==> src/rtl/ps2r_pkg.sv <==
// shared constants and types for the path segment to rectangle block
package ps2r_pkg;

   localparam int COORD_BITS_DEFAULT = 32;
   localparam int QUEUE_DEPTH_DEFAULT = 2;
   localparam int POINT_BITS = 32;
   localparam int PATH_WIDTH_BITS = 31;
   localparam int LAYER_BITS = 15;
   localparam int EXT_BITS = 64;

   // per-segment classification handed from front to back
   typedef struct packed {
      logic                  vertical;
      logic                  degen;
      logic                  ext_far;
      logic                  ext_near;
      logic                  last;
      logic [LAYER_BITS-1:0] layer;
   } seg_flags_type;

   localparam int SEG_FLAGS_BITS = $bits(seg_flags_type);

endpackage

==> src/rtl/ps2r_if.sv <==
// valid/ready channel interfaces for path points and rectangles
interface ps2r_point_if;
   import ps2r_pkg::*;

   logic                       valid;
   logic                       ready;
   logic [POINT_BITS-1:0]      point_x;
   logic [POINT_BITS-1:0]      point_y;
   logic [PATH_WIDTH_BITS-1:0] path_width;
   logic [LAYER_BITS-1:0]      layer_number;
   logic                       last_point;

   modport source (output valid, point_x, point_y, path_width, layer_number, last_point,
                   input ready);
   modport sink (input valid, point_x, point_y, path_width, layer_number, last_point,
                 output ready);
endinterface

interface ps2r_rect_if;
   import ps2r_pkg::*;

   logic                  valid;
   logic                  ready;
   logic [POINT_BITS-1:0] left_edge;
   logic [POINT_BITS-1:0] bottom_edge;
   logic [POINT_BITS-1:0] right_edge;
   logic [POINT_BITS-1:0] top_edge;
   logic [LAYER_BITS-1:0] rect_layer;
   logic                  degenerate;
   logic                  last_rect;

   modport source (output valid, left_edge, bottom_edge, right_edge, top_edge, rect_layer,
                   degenerate, last_rect, input ready);
   modport sink (input valid, left_edge, bottom_edge, right_edge, top_edge, rect_layer,
                 degenerate, last_rect, output ready);
endinterface

==> src/rtl/ps2r_front.sv <==
// front end: holds the previous point and classifies each closed segment
module ps2r_front #(
   parameter int COORD_BITS = ps2r_pkg::COORD_BITS_DEFAULT
) (
   input  logic                   clock,
   input  logic                   reset,
   ps2r_point_if.sink             req,
   input  logic                   queue_full,
   output logic                   seg_push,
   output logic [COORD_BITS-1:0]  seg_x0,
   output logic [COORD_BITS-1:0]  seg_y0,
   output logic [COORD_BITS-1:0]  seg_x1,
   output logic [COORD_BITS-1:0]  seg_y1,
   output logic [COORD_BITS-1:0]  seg_half,
   output ps2r_pkg::seg_flags_type seg_flags
);
   import ps2r_pkg::*;

   logic [COORD_BITS-1:0] prev_x_ff, prev_x_in;
   logic [COORD_BITS-1:0] prev_y_ff, prev_y_in;
   logic                  have_prev_ff, have_prev_in;
   logic                  first_ff, first_in;
   logic                  accept;
   logic [EXT_BITS-1:0]   px_wide, py_wide, half_wide;
   logic [COORD_BITS-1:0] px, py;

   assign req.ready = !queue_full;
   assign accept    = req.valid && req.ready;

   // sign-extend 32-bit points, then wrap to the coordinate width
   assign px_wide   = EXT_BITS'(signed'(req.point_x));
   assign py_wide   = EXT_BITS'(signed'(req.point_y));
   assign half_wide = EXT_BITS'(req.path_width[PATH_WIDTH_BITS-1:1]);
   assign px        = px_wide[COORD_BITS-1:0];
   assign py        = py_wide[COORD_BITS-1:0];

   assign seg_push         = accept && have_prev_ff;
   assign seg_x0           = prev_x_ff;
   assign seg_y0           = prev_y_ff;
   assign seg_x1           = px;
   assign seg_y1           = py;
   assign seg_half         = half_wide[COORD_BITS-1:0];
   assign seg_flags.vertical = (px == prev_x_ff);
   assign seg_flags.degen    = (px == prev_x_ff) && (py == prev_y_ff);
   assign seg_flags.ext_far  = first_ff || !req.last_point;
   assign seg_flags.ext_near = !first_ff && req.last_point;
   assign seg_flags.last     = req.last_point;
   assign seg_flags.layer    = req.layer_number;

   always_comb begin
      prev_x_in    = prev_x_ff;
      prev_y_in    = prev_y_ff;
      have_prev_in = have_prev_ff;
      first_in     = first_ff;
      if (accept) begin
         prev_x_in    = px;
         prev_y_in    = py;
         have_prev_in = !req.last_point;
         if (req.last_point) begin
            first_in = 1'b1;
         end else if (have_prev_ff) begin
            first_in = 1'b0;
         end
      end
   end

   always_ff @(posedge clock) begin
      if (reset) begin
         prev_x_ff    <= '0;
         prev_y_ff    <= '0;
         have_prev_ff <= 1'b0;
         first_ff     <= 1'b1;
      end else begin
         prev_x_ff    <= prev_x_in;
         prev_y_ff    <= prev_y_in;
         have_prev_ff <= have_prev_in;
         first_ff     <= first_in;
      end
   end

endmodule

==> src/rtl/ps2r_queue.sv <==
// short first-in first-out queue between front and back
module ps2r_queue #(
   parameter int WIDTH = 8,
   parameter int DEPTH = ps2r_pkg::QUEUE_DEPTH_DEFAULT
) (
   input  logic             clock,
   input  logic             reset,
   input  logic             push,
   input  logic [WIDTH-1:0] push_data,
   output logic             full,
   input  logic             pop,
   output logic [WIDTH-1:0] head,
   output logic             not_empty
);
   localparam int AW = (DEPTH > 1) ? $clog2(DEPTH) : 1;
   localparam int CW = $clog2(DEPTH + 1);

   logic [WIDTH-1:0] store_ff [DEPTH];
   logic [AW-1:0]    wr_ptr_ff, wr_ptr_in;
   logic [AW-1:0]    rd_ptr_ff, rd_ptr_in;
   logic [CW-1:0]    count_ff, count_in;
   logic             do_push, do_pop;

   assign full      = (count_ff == CW'(DEPTH));
   assign not_empty = (count_ff != '0);
   assign head      = store_ff[rd_ptr_ff];
   assign do_push   = push && !full;
   assign do_pop    = pop && not_empty;

   always_comb begin
      wr_ptr_in = wr_ptr_ff;
      rd_ptr_in = rd_ptr_ff;
      count_in  = count_ff;
      if (do_push) begin
         wr_ptr_in = (wr_ptr_ff == AW'(DEPTH - 1)) ? '0 : wr_ptr_ff + 1'b1;
      end
      if (do_pop) begin
         rd_ptr_in = (rd_ptr_ff == AW'(DEPTH - 1)) ? '0 : rd_ptr_ff + 1'b1;
      end
      if (do_push && !do_pop) begin
         count_in = count_ff + 1'b1;
      end else if (do_pop && !do_push) begin
         count_in = count_ff - 1'b1;
      end
   end

   always_ff @(posedge clock) begin
      if (do_push) begin
         store_ff[wr_ptr_ff] <= push_data;
      end
   end

   always_ff @(posedge clock) begin
      if (reset) begin
         wr_ptr_ff <= '0;
         rd_ptr_ff <= '0;
         count_ff  <= '0;
      end else begin
         wr_ptr_ff <= wr_ptr_in;
         rd_ptr_ff <= rd_ptr_in;
         count_ff  <= count_in;
      end
   end

endmodule

==> src/rtl/ps2r_back.sv <==
// back end: builds the grown rectangle and orders its edges
module ps2r_back #(
   parameter int COORD_BITS = ps2r_pkg::COORD_BITS_DEFAULT
) (
   input  logic                   clock,
   input  logic                   reset,
   input  logic                   seg_valid,
   output logic                   seg_pop,
   input  logic [COORD_BITS-1:0]  seg_x0,
   input  logic [COORD_BITS-1:0]  seg_y0,
   input  logic [COORD_BITS-1:0]  seg_x1,
   input  logic [COORD_BITS-1:0]  seg_y1,
   input  logic [COORD_BITS-1:0]  seg_half,
   input  ps2r_pkg::seg_flags_type seg_flags,
   ps2r_rect_if.source            rsp
);
   import ps2r_pkg::*;

   // first stage: raw edges
   logic                  s1_valid_ff, s1_valid_in;
   logic [COORD_BITS-1:0] s1_l_ff, s1_r_ff, s1_b_ff, s1_t_ff;
   logic [LAYER_BITS-1:0] s1_layer_ff;
   logic                  s1_degen_ff, s1_last_ff;

   // output register
   logic                  out_valid_ff, out_valid_in;
   logic [POINT_BITS-1:0] out_l_ff, out_r_ff, out_b_ff, out_t_ff;
   logic [LAYER_BITS-1:0] out_layer_ff;
   logic                  out_degen_ff, out_last_ff;

   logic                  adv_out, adv_s1;
   logic                  fwd;
   logic [COORD_BITS-1:0] lo, hi, clo, chi, lo_ext, hi_ext, base;
   logic [COORD_BITS-1:0] l_raw, r_raw, b_raw, t_raw;
   logic [COORD_BITS-1:0] l_min, r_max, b_min, t_max;
   logic                  swap_x, swap_y;
   logic [EXT_BITS-1:0]   l_wide, r_wide, b_wide, t_wide;

   assign adv_out = !out_valid_ff || rsp.ready;
   assign adv_s1  = !s1_valid_ff || adv_out;
   assign seg_pop = seg_valid && adv_s1;

   assign s1_valid_in  = adv_s1 ? seg_valid : s1_valid_ff;
   assign out_valid_in = adv_out ? s1_valid_ff : out_valid_ff;

   always_comb begin
      if (seg_flags.vertical) begin
         fwd  = $signed(seg_y0) < $signed(seg_y1);
         lo   = fwd ? seg_y0 : seg_y1;
         hi   = fwd ? seg_y1 : seg_y0;
         base = seg_x0;
      end else begin
         fwd  = $signed(seg_x0) < $signed(seg_x1);
         lo   = fwd ? seg_x0 : seg_x1;
         hi   = fwd ? seg_x1 : seg_x0;
         base = seg_y0;
      end
      clo = base - seg_half;
      chi = base + seg_half;
      // low end is the near end on a forward segment
      lo_ext = (fwd ? seg_flags.ext_near : seg_flags.ext_far) ? lo - seg_half : lo;
      hi_ext = (fwd ? seg_flags.ext_far : seg_flags.ext_near) ? hi + seg_half : hi;
      if (seg_flags.degen) begin
         l_raw = '0;
         r_raw = '0;
         b_raw = '0;
         t_raw = '0;
      end else if (seg_flags.vertical) begin
         l_raw = clo;
         r_raw = chi;
         b_raw = lo_ext;
         t_raw = hi_ext;
      end else begin
         l_raw = lo_ext;
         r_raw = hi_ext;
         b_raw = clo;
         t_raw = chi;
      end
   end

   // wrapped sums can cross, so order the edges again
   assign swap_x = $signed(s1_r_ff) < $signed(s1_l_ff);
   assign swap_y = $signed(s1_t_ff) < $signed(s1_b_ff);
   assign l_min  = swap_x ? s1_r_ff : s1_l_ff;
   assign r_max  = swap_x ? s1_l_ff : s1_r_ff;
   assign b_min  = swap_y ? s1_t_ff : s1_b_ff;
   assign t_max  = swap_y ? s1_b_ff : s1_t_ff;
   assign l_wide = EXT_BITS'(signed'(l_min));
   assign r_wide = EXT_BITS'(signed'(r_max));
   assign b_wide = EXT_BITS'(signed'(b_min));
   assign t_wide = EXT_BITS'(signed'(t_max));

   always_ff @(posedge clock) begin
      if (adv_s1 && seg_valid) begin
         s1_l_ff     <= l_raw;
         s1_r_ff     <= r_raw;
         s1_b_ff     <= b_raw;
         s1_t_ff     <= t_raw;
         s1_layer_ff <= seg_flags.layer;
         s1_degen_ff <= seg_flags.degen;
         s1_last_ff  <= seg_flags.last;
      end
      if (adv_out && s1_valid_ff) begin
         out_l_ff     <= l_wide[POINT_BITS-1:0];
         out_r_ff     <= r_wide[POINT_BITS-1:0];
         out_b_ff     <= b_wide[POINT_BITS-1:0];
         out_t_ff     <= t_wide[POINT_BITS-1:0];
         out_layer_ff <= s1_layer_ff;
         out_degen_ff <= s1_degen_ff;
         out_last_ff  <= s1_last_ff;
      end
   end

   always_ff @(posedge clock) begin
      if (reset) begin
         s1_valid_ff  <= 1'b0;
         out_valid_ff <= 1'b0;
      end else begin
         s1_valid_ff  <= s1_valid_in;
         out_valid_ff <= out_valid_in;
      end
   end

   assign rsp.valid       = out_valid_ff;
   assign rsp.left_edge   = out_l_ff;
   assign rsp.right_edge  = out_r_ff;
   assign rsp.bottom_edge = out_b_ff;
   assign rsp.top_edge    = out_t_ff;
   assign rsp.rect_layer  = out_layer_ff;
   assign rsp.degenerate  = out_degen_ff;
   assign rsp.last_rect   = out_last_ff;

endmodule

==> src/rtl/path_segment_to_rectangle.sv <==
// top level: path points in, one bounding rectangle per closed segment out
//
//  channel  dir  carries                                   handshake
//  req      in   point_x/y, path_width, layer, last_point  valid/ready
//  rsp      out  edges, rect_layer, degenerate, last_rect  valid/ready
//
// one point per cycle sustained while the queue has room; first point of a path yields no transaction
// a closing point's segment goes into the queue at the accepting edge,
// then through the edge build stage and the edge ordering stage to rsp
// req.ready drops only while the queue (two entries by default) is full
// synchronous reset empties queue and pipeline and forgets the held point
module path_segment_to_rectangle #(
   parameter int COORD_BITS  = ps2r_pkg::COORD_BITS_DEFAULT,
   parameter int QUEUE_DEPTH = ps2r_pkg::QUEUE_DEPTH_DEFAULT
) (
   input  logic       clock,
   input  logic       reset,
   ps2r_point_if.sink req,
   ps2r_rect_if.source rsp
);
   import ps2r_pkg::*;

   localparam int SEG_BITS = 5 * COORD_BITS + SEG_FLAGS_BITS;

   logic                  queue_full, seg_push, seg_pop, seg_valid;
   logic [COORD_BITS-1:0] f_x0, f_y0, f_x1, f_y1, f_half;
   seg_flags_type         f_flags, b_flags;
   logic [COORD_BITS-1:0] b_x0, b_y0, b_x1, b_y1, b_half;
   logic [SEG_BITS-1:0]   push_word, head_word;

   ps2r_front #(.COORD_BITS(COORD_BITS)) u_front (
      .clock      (clock),
      .reset      (reset),
      .req        (req),
      .queue_full (queue_full),
      .seg_push   (seg_push),
      .seg_x0     (f_x0),
      .seg_y0     (f_y0),
      .seg_x1     (f_x1),
      .seg_y1     (f_y1),
      .seg_half   (f_half),
      .seg_flags  (f_flags)
   );

   assign push_word = {f_x0, f_y0, f_x1, f_y1, f_half, f_flags};

   ps2r_queue #(.WIDTH(SEG_BITS), .DEPTH(QUEUE_DEPTH)) u_queue (
      .clock     (clock),
      .reset     (reset),
      .push      (seg_push),
      .push_data (push_word),
      .full      (queue_full),
      .pop       (seg_pop),
      .head      (head_word),
      .not_empty (seg_valid)
   );

   assign {b_x0, b_y0, b_x1, b_y1, b_half, b_flags} = head_word;

   ps2r_back #(.COORD_BITS(COORD_BITS)) u_back (
      .clock     (clock),
      .reset     (reset),
      .seg_valid (seg_valid),
      .seg_pop   (seg_pop),
      .seg_x0    (b_x0),
      .seg_y0    (b_y0),
      .seg_x1    (b_x1),
      .seg_y1    (b_y1),
      .seg_half  (b_half),
      .seg_flags (b_flags),
      .rsp       (rsp)
   );

endmodule

==> src/flat_wrapper.sv <==
// flat-port wrapper written by rule: the top's interface ports become plain ports
module path_segment_to_rectangle_flat import ps2r_pkg::*;
#(
   parameter int COORD_BITS  = ps2r_pkg::COORD_BITS_DEFAULT,
   parameter int QUEUE_DEPTH = ps2r_pkg::QUEUE_DEPTH_DEFAULT
)
  (clock, reset, req_valid, req_point_x, req_point_y, req_path_width, req_layer_number, req_last_point, req_ready, rsp_valid, rsp_left_edge, rsp_bottom_edge, rsp_right_edge, rsp_top_edge, rsp_rect_layer, rsp_degenerate, rsp_last_rect, rsp_ready);
  ps2r_point_if req_i ();
  ps2r_rect_if rsp_i ();
  input  logic clock;
  input  logic reset;
  input wire logic [$bits(req_i.valid)-1:0] req_valid;
  input wire logic [$bits(req_i.point_x)-1:0] req_point_x;
  input wire logic [$bits(req_i.point_y)-1:0] req_point_y;
  input wire logic [$bits(req_i.path_width)-1:0] req_path_width;
  input wire logic [$bits(req_i.layer_number)-1:0] req_layer_number;
  input wire logic [$bits(req_i.last_point)-1:0] req_last_point;
  output wire logic [$bits(req_i.ready)-1:0] req_ready;
  output wire logic [$bits(rsp_i.valid)-1:0] rsp_valid;
  output wire logic [$bits(rsp_i.left_edge)-1:0] rsp_left_edge;
  output wire logic [$bits(rsp_i.bottom_edge)-1:0] rsp_bottom_edge;
  output wire logic [$bits(rsp_i.right_edge)-1:0] rsp_right_edge;
  output wire logic [$bits(rsp_i.top_edge)-1:0] rsp_top_edge;
  output wire logic [$bits(rsp_i.rect_layer)-1:0] rsp_rect_layer;
  output wire logic [$bits(rsp_i.degenerate)-1:0] rsp_degenerate;
  output wire logic [$bits(rsp_i.last_rect)-1:0] rsp_last_rect;
  input wire logic [$bits(rsp_i.ready)-1:0] rsp_ready;
  assign req_i.valid = req_valid;
  assign req_i.point_x = req_point_x;
  assign req_i.point_y = req_point_y;
  assign req_i.path_width = req_path_width;
  assign req_i.layer_number = req_layer_number;
  assign req_i.last_point = req_last_point;
  assign req_ready = req_i.ready;
  assign rsp_valid = rsp_i.valid;
  assign rsp_left_edge = rsp_i.left_edge;
  assign rsp_bottom_edge = rsp_i.bottom_edge;
  assign rsp_right_edge = rsp_i.right_edge;
  assign rsp_top_edge = rsp_i.top_edge;
  assign rsp_rect_layer = rsp_i.rect_layer;
  assign rsp_degenerate = rsp_i.degenerate;
  assign rsp_last_rect = rsp_i.last_rect;
  assign rsp_i.ready = rsp_ready;
  path_segment_to_rectangle #(.COORD_BITS(COORD_BITS), .QUEUE_DEPTH(QUEUE_DEPTH)) u_core (.clock(clock), .reset(reset), .req(req_i), .rsp(rsp_i));
endmodule
==> config.mk <==
export PLATFORM = sky130hd
export DESIGN_NAME = path_segment_to_rectangle_flat
export DESIGN_NICKNAME = d
export VERILOG_FILES = /design/src/rtl/ps2r_pkg.sv /design/src/rtl/ps2r_if.sv /design/src/rtl/ps2r_front.sv /design/src/rtl/ps2r_queue.sv /design/src/rtl/ps2r_back.sv /design/src/rtl/path_segment_to_rectangle.sv /design/src/flat_wrapper.sv
export SDC_FILE = /design/constraint.sdc
export NUM_CORES = 2
export LEC_CHECK = 0
export BUFFER_PORTS_ARGS = -buffer_cell sky130_fd_sc_hd__buf_4
export CAP_MARGIN = 20
export CORE_MARGIN = 2
export CORE_UTILIZATION = 39
export CTS_CLUSTER_DIAMETER = 30
export DETAILED_ROUTE_END_ITERATION = 10
export HOLD_SLACK_MARGIN = 0.15
export PLACE_DENSITY_LB_ADDON = 0.08
export SYNTH_ARGS = -nofsm -noshare
export SYNTH_HDL_FRONTEND = slang
export SYNTH_SLANG_ARGS = --single-unit
==> constraint.sdc <==
create_clock -name clock -period 15.7 [get_ports clock]
set_clock_uncertainty 0.15 [all_clocks]
set_input_delay 2.355 -clock clock [delete_from_list [all_inputs] [get_ports clock]]
set_output_delay 2.355 -clock clock [all_outputs]
set_load 0.01 [all_outputs]
# After elaboration in Yosys (flattened, before gate mapping)
# Memory sizes are Yosys's and may differ from the RTL's. A register that Yosys moved wholly into a read port is not among the register bits.
# Cells that the tools add are included.
[classes] addsub=8 magnitude_cmp=4 eq_ne=3 n_mux=30 n_reduce_logical=24
[ops] cell="$mux W32" count=17
[ops] cell="$lt A32 B32 Y1" count=4
[ops] cell="$add A32 B32 Y32" count=2
[ops] cell="$eq A32 B32 Y1" count=2
[ops] cell="$sub A32 B32 Y32" count=2
[ops] cell="$mux W1" count=11
[ops] cell="$logic_and A1 B1 Y1" count=10
[ops] cell="$logic_not A1 Y1" count=7
[ops] cell="$reduce_bool A2 Y1" count=3
[ops] cell="$mux W2" count=2
[ops] cell="$logic_or A1 B1 Y1" count=3
[ops] cell="$add A1 B1 Y1 const B" count=2
[ops] cell="$add A2 B1 Y2 const B" count=1
[ops] cell="$eq A2 B2 Y1 const B" count=1
[ops] cell="$reduce_and A2 Y1" count=1
[ops] cell="$sub A2 B1 Y2 const B" count=1
[totals] ff_bits=362 ramBits=356 out_inout_bits=147 mem_count=1
[mem_list] memory="u_core.u_queue.store_ff" depth=2 word_bits=178 rd=1 rd_clocked_by_memory_dff=1 write_ports=1 line="ps2r_queue.sv:18" rtl="logic [WIDTH-1:0] store_ff [DEPTH];"

# Logic depth before layout (Yosys ltp)
[depth] word_depth=9 ltp_mapped=43

# Modules after synthesis
# Synthesis repeated with hierarchy kept, for this count alone.
[hier_totals] hier_cells=3697 area_unflattened_um2=42482.0
[modules_own_cells] module="ps2r_back" n_inst=1 cells_each=2622 area_per_inst_um2=25059.0 seq_area_each_um2=8748.4
[modules_own_cells] module="ps2r_queue" n_inst=1 cells_each=585 area_per_inst_um2=13605.5 seq_area_each_um2=10910.5
[modules_own_cells] module="ps2r_front" n_inst=1 cells_each=490 area_per_inst_um2=3817.4 seq_area_each_um2=1321.3

# Least setup slack after synthesis
# Ideal clock, no wire load.
[synth_path] path_kind="input-to-reg" start="input port req_valid" end="memory u_core.u_queue.store_ff[0][0] (netlist bit), enable pin" arrival_time_ns=10.102 slack_ns=4.730 path_stages=4 cell_sequence="and2_1 > clkbuf_1 > nand2_1 > nor2_1"
[synth_between] elab_chain_cells=5
[synth_rtl] element="from (decl)" line="flat_wrapper.sv:12" rtl="input wire logic [$bits(req_i.valid)-1:0] req_valid;"
[synth_rtl] element="$logic_and A1 B1 Y1" line="ps2r_front.sv:28" rtl="assign accept = req.valid && req.ready;"
[synth_rtl] element="$logic_and A1 B1 Y1" line="ps2r_front.sv:37" rtl="assign seg_push = accept && have_prev_ff;"
[synth_rtl] element="$logic_and A1 B1 Y1" line="ps2r_queue.sv:27" rtl="assign do_push = push && !full;"
[synth_rtl] element="$mux W1" line="ps2r_queue.sv:48" rtl="if (do_push) begin"
[synth_rtl] element="$mux W1 (not written as such)" line="ps2r_queue.sv:49" rtl="store_ff[wr_ptr_ff] <= push_data;"
[synth_rtl] element="to (decl)" line="ps2r_queue.sv:18"
# Every way passes these cells.

==> run metrics <==
Pre-antenna DRT Iters 6; Core Util, Final 47.8%; FMAX 101 MHz; GRT Overall Usage 21.4%; fin. max-slew vios 0; Cell Pwr Density 262 nW/µm²; yosys warns 0; first-pass GRT wire length 167000 µm; clk slew on worst S/H paths 50 ps; Post-synth EDFFs 646; htree depth 4; register area share after synthesis 52.2%; vias in the first global route 26400; Fin. Hold Viols 0; Finished Cell Area 48600 µm²; period utilization 63.1%; most used cell, CP a21oi_1; PostCTS Resize Cnt 0; Layout Nets 4219; initial antenna violation count 7; Worst Path Max Fanout 50; initial DRC count 2172; syn nets 3941; Final TNS setup 0 ps; Die Span Y 324 µm; Hold Path Depth 0; GPL Wtd Cong 0.889; Synth async-reset ratio 0%; largest cells by area after synthesis edfxtp_1, ha_1, mux2_2; Area growth syn-to-layout 21.7%; worst rel slew slack 30.2%; hold_buf cts 0; Antenna Nets Post-Route 0; worst path bufs/invs 4; TritonCTS Buffers 155; Seq pwr share 24.1%; Synth cell types 100; CP arrival 10190 ps; CP required 15980 ps; post-synth top area share 48.6%; worst vdd ir 189 µV; Most used DFF post-synth edfxtp_1; FF+latch count, synth 719; Tmin final 9910 ps; synthesized area per cell 11.2 µm²; Syn Inst Count 3581; clock sink count 719; final setup fails 0; design internal power 7.57 mW; Mapped Area 39900 µm²; DRC errors left 0; critical path type reg2reg; Detailed Route WL 113000 µm; Routed WL per cell 21.0 µm; fillers 9350; I/O pin cnt 262; share of cells above drive strength 1 19.8%; CP max stage delay 780 ps; total gr overflow 0; max-cap violation count 0; CP delay by family, top compound AO/OA/AOI/OAI gates; Hold Crit Class reg2reg; RSZ-0062 raised after global routing no; slew at the pin closest to its max-slew limit 1020 ps; Ant. Diodes 0; top-count cell post-synth edfxtp_1; Max Root-Sink Buffers 3; Vias 27800; r2r worst-path depth 32; Post-synth top cells edfxtp_1, nand2_1, nor2_1, a21oi_1, ha_1; DP Cell Count 5070; filler-free cell count of the finished design 5357; Clock power frac 25.5%; core area 102000 µm²; CP Depth 32; post-synth top area cell edfxtp_1; CTS tree yes; HPWL Detailed 82600 µm; Placed Area 43300 µm²; largest net degree at the start of global routing 141; Sw Ratio 40.7%; Logic pwr share 50.3%; DR vias/cell 5.20; std cell rows 117; run status complete, no violations; total chip power 12.8 mW; CP Launch Type flop; Leakage 18.8 nW; die area 105000 µm²; Setup Buffers After CTS 0; CP Capture Type flop; worst skew pair latency 750 ps; die width 324 µm; clock tree root driver cell clkbuf_16; NetSw 5.19 mW; IO buf count 260; slowest cell on the critical path buf_4; Initial Utilization 39.3%
==> placed cells by master (no fill, tap or decap), drive strengths merged, types with 45 or more instances in the layout <==
cell / synthesis / layout
xnor2: 128 / 128
a211oi: 77 / 77
o21ai: 196 / 196
a21oi: 308 / 308
buf: 49 / 289
edfxtp: 646 / 646
clkinv: 2 / 58
dfxtp: 73 / 73
clkbuf: 119 / 185
xor2: 65 / 65
mux2i: 125 / 125
nor2: 313 / 313
a21o: 59 / 59
mux2: 205 / 205
nand2: 355 / 355
ha: 241 / 241
inv: 174 / 188
o211ai: 45 / 45
==> final timing paths <==
path                                                         startpoint  slack, ps                                         end
worst max-delay path                                               flop       5790     u_core.u_back.s1_b_ff[28]$_SDFFCE_PP0P_
worst min-delay path            u_core.u_back.s1_layer_ff[11]$_DFFE_PP_        260  u_core.u_back.rsp.rect_layer[11]$_DFFE_PP_
worst max register to register                                     flop       5790     u_core.u_back.s1_b_ff[28]$_SDFFCE_PP0P_
worst min register to register  u_core.u_back.s1_layer_ff[11]$_DFFE_PP_        260  u_core.u_back.rsp.rect_layer[11]$_DFFE_PP_
==> layout make-up <==
type	count	area, µm²	area share (%)
clock buffer	185	4050	8.34
multi-input combinational	2518	17800	36.7
tap	1368	1710	3.52
clock inverter	102	1270	2.62
timing repair buffer	289	2190	4.52
sequential	719	20900	42.9
inverter	176	666	1.37
==> kinds of logic (layout without fill, tap and decap cells) <==
family,Yosys count,in the layout,synth area share [%]
simple gates,905,905,10.1
compound gates,838,838,13.1
flops,719,719,52.2
buf+inv,344,752,3.33
mux,335,335,9.19
fa+ha+maj,247,247,7.80
xor+xnor,193,193,4.27
==> flip-flops by register name, summed over array words and instances, names as in the netlist, 32 cells and up, named ones only <==
signal	cells
u_core.u_queue.store_ff	356
u_core.u_back.rsp.bottom_edge	32
u_core.u_back.rsp.left_edge	32
u_core.u_back.rsp.right_edge	32
u_core.u_back.rsp.top_edge	32
u_core.u_back.s1_b_ff	32
u_core.u_back.s1_l_ff	32
u_core.u_back.s1_r_ff	32
u_core.u_back.s1_t_ff	32
u_core.u_front.seg_x0	32
u_core.u_front.seg_y0	32
==> through the flow <==
step	hold slack, ps	setup WS [ps]
after detailed placement	255	5770
after CTS	260	5720
final	260	5790
after floorplan	250	4730
after global routing	270	5220
after global placement	252	5850
==> power by group through the flow <==
| stage | clock network [mW] | registers (mW) | logic (mW) |
|---|---|---|---|
| CTS | 3.31 | 3.09 | 6.44 |
| floorplan | 0 | 3.12 | 4.45 |
| detailed placement | 0 | 3.12 | 6.40 |
| global route | 3.42 | 3.13 | 7.12 |
| global placement | 0 | 3.11 | 6.37 |
| finish | 3.25 | 3.08 | 6.42 |
==> per-layer routing <==
| layer | vias to the layer above | GRT usage [%] | wire length [µm] |
|---|---|---|---|
| met4 | 10 | 5.72 | 2070 |
| met5 | - | 0 | 79 |
| li1 | 13800 | - | - |
| met2 | 675 | 32.0 | 49100 |
| met3 | 139 | 3.95 | 6060 |
| met1 | 13200 | 31.5 | 55300 |
(Power assumes the default switching activity.)
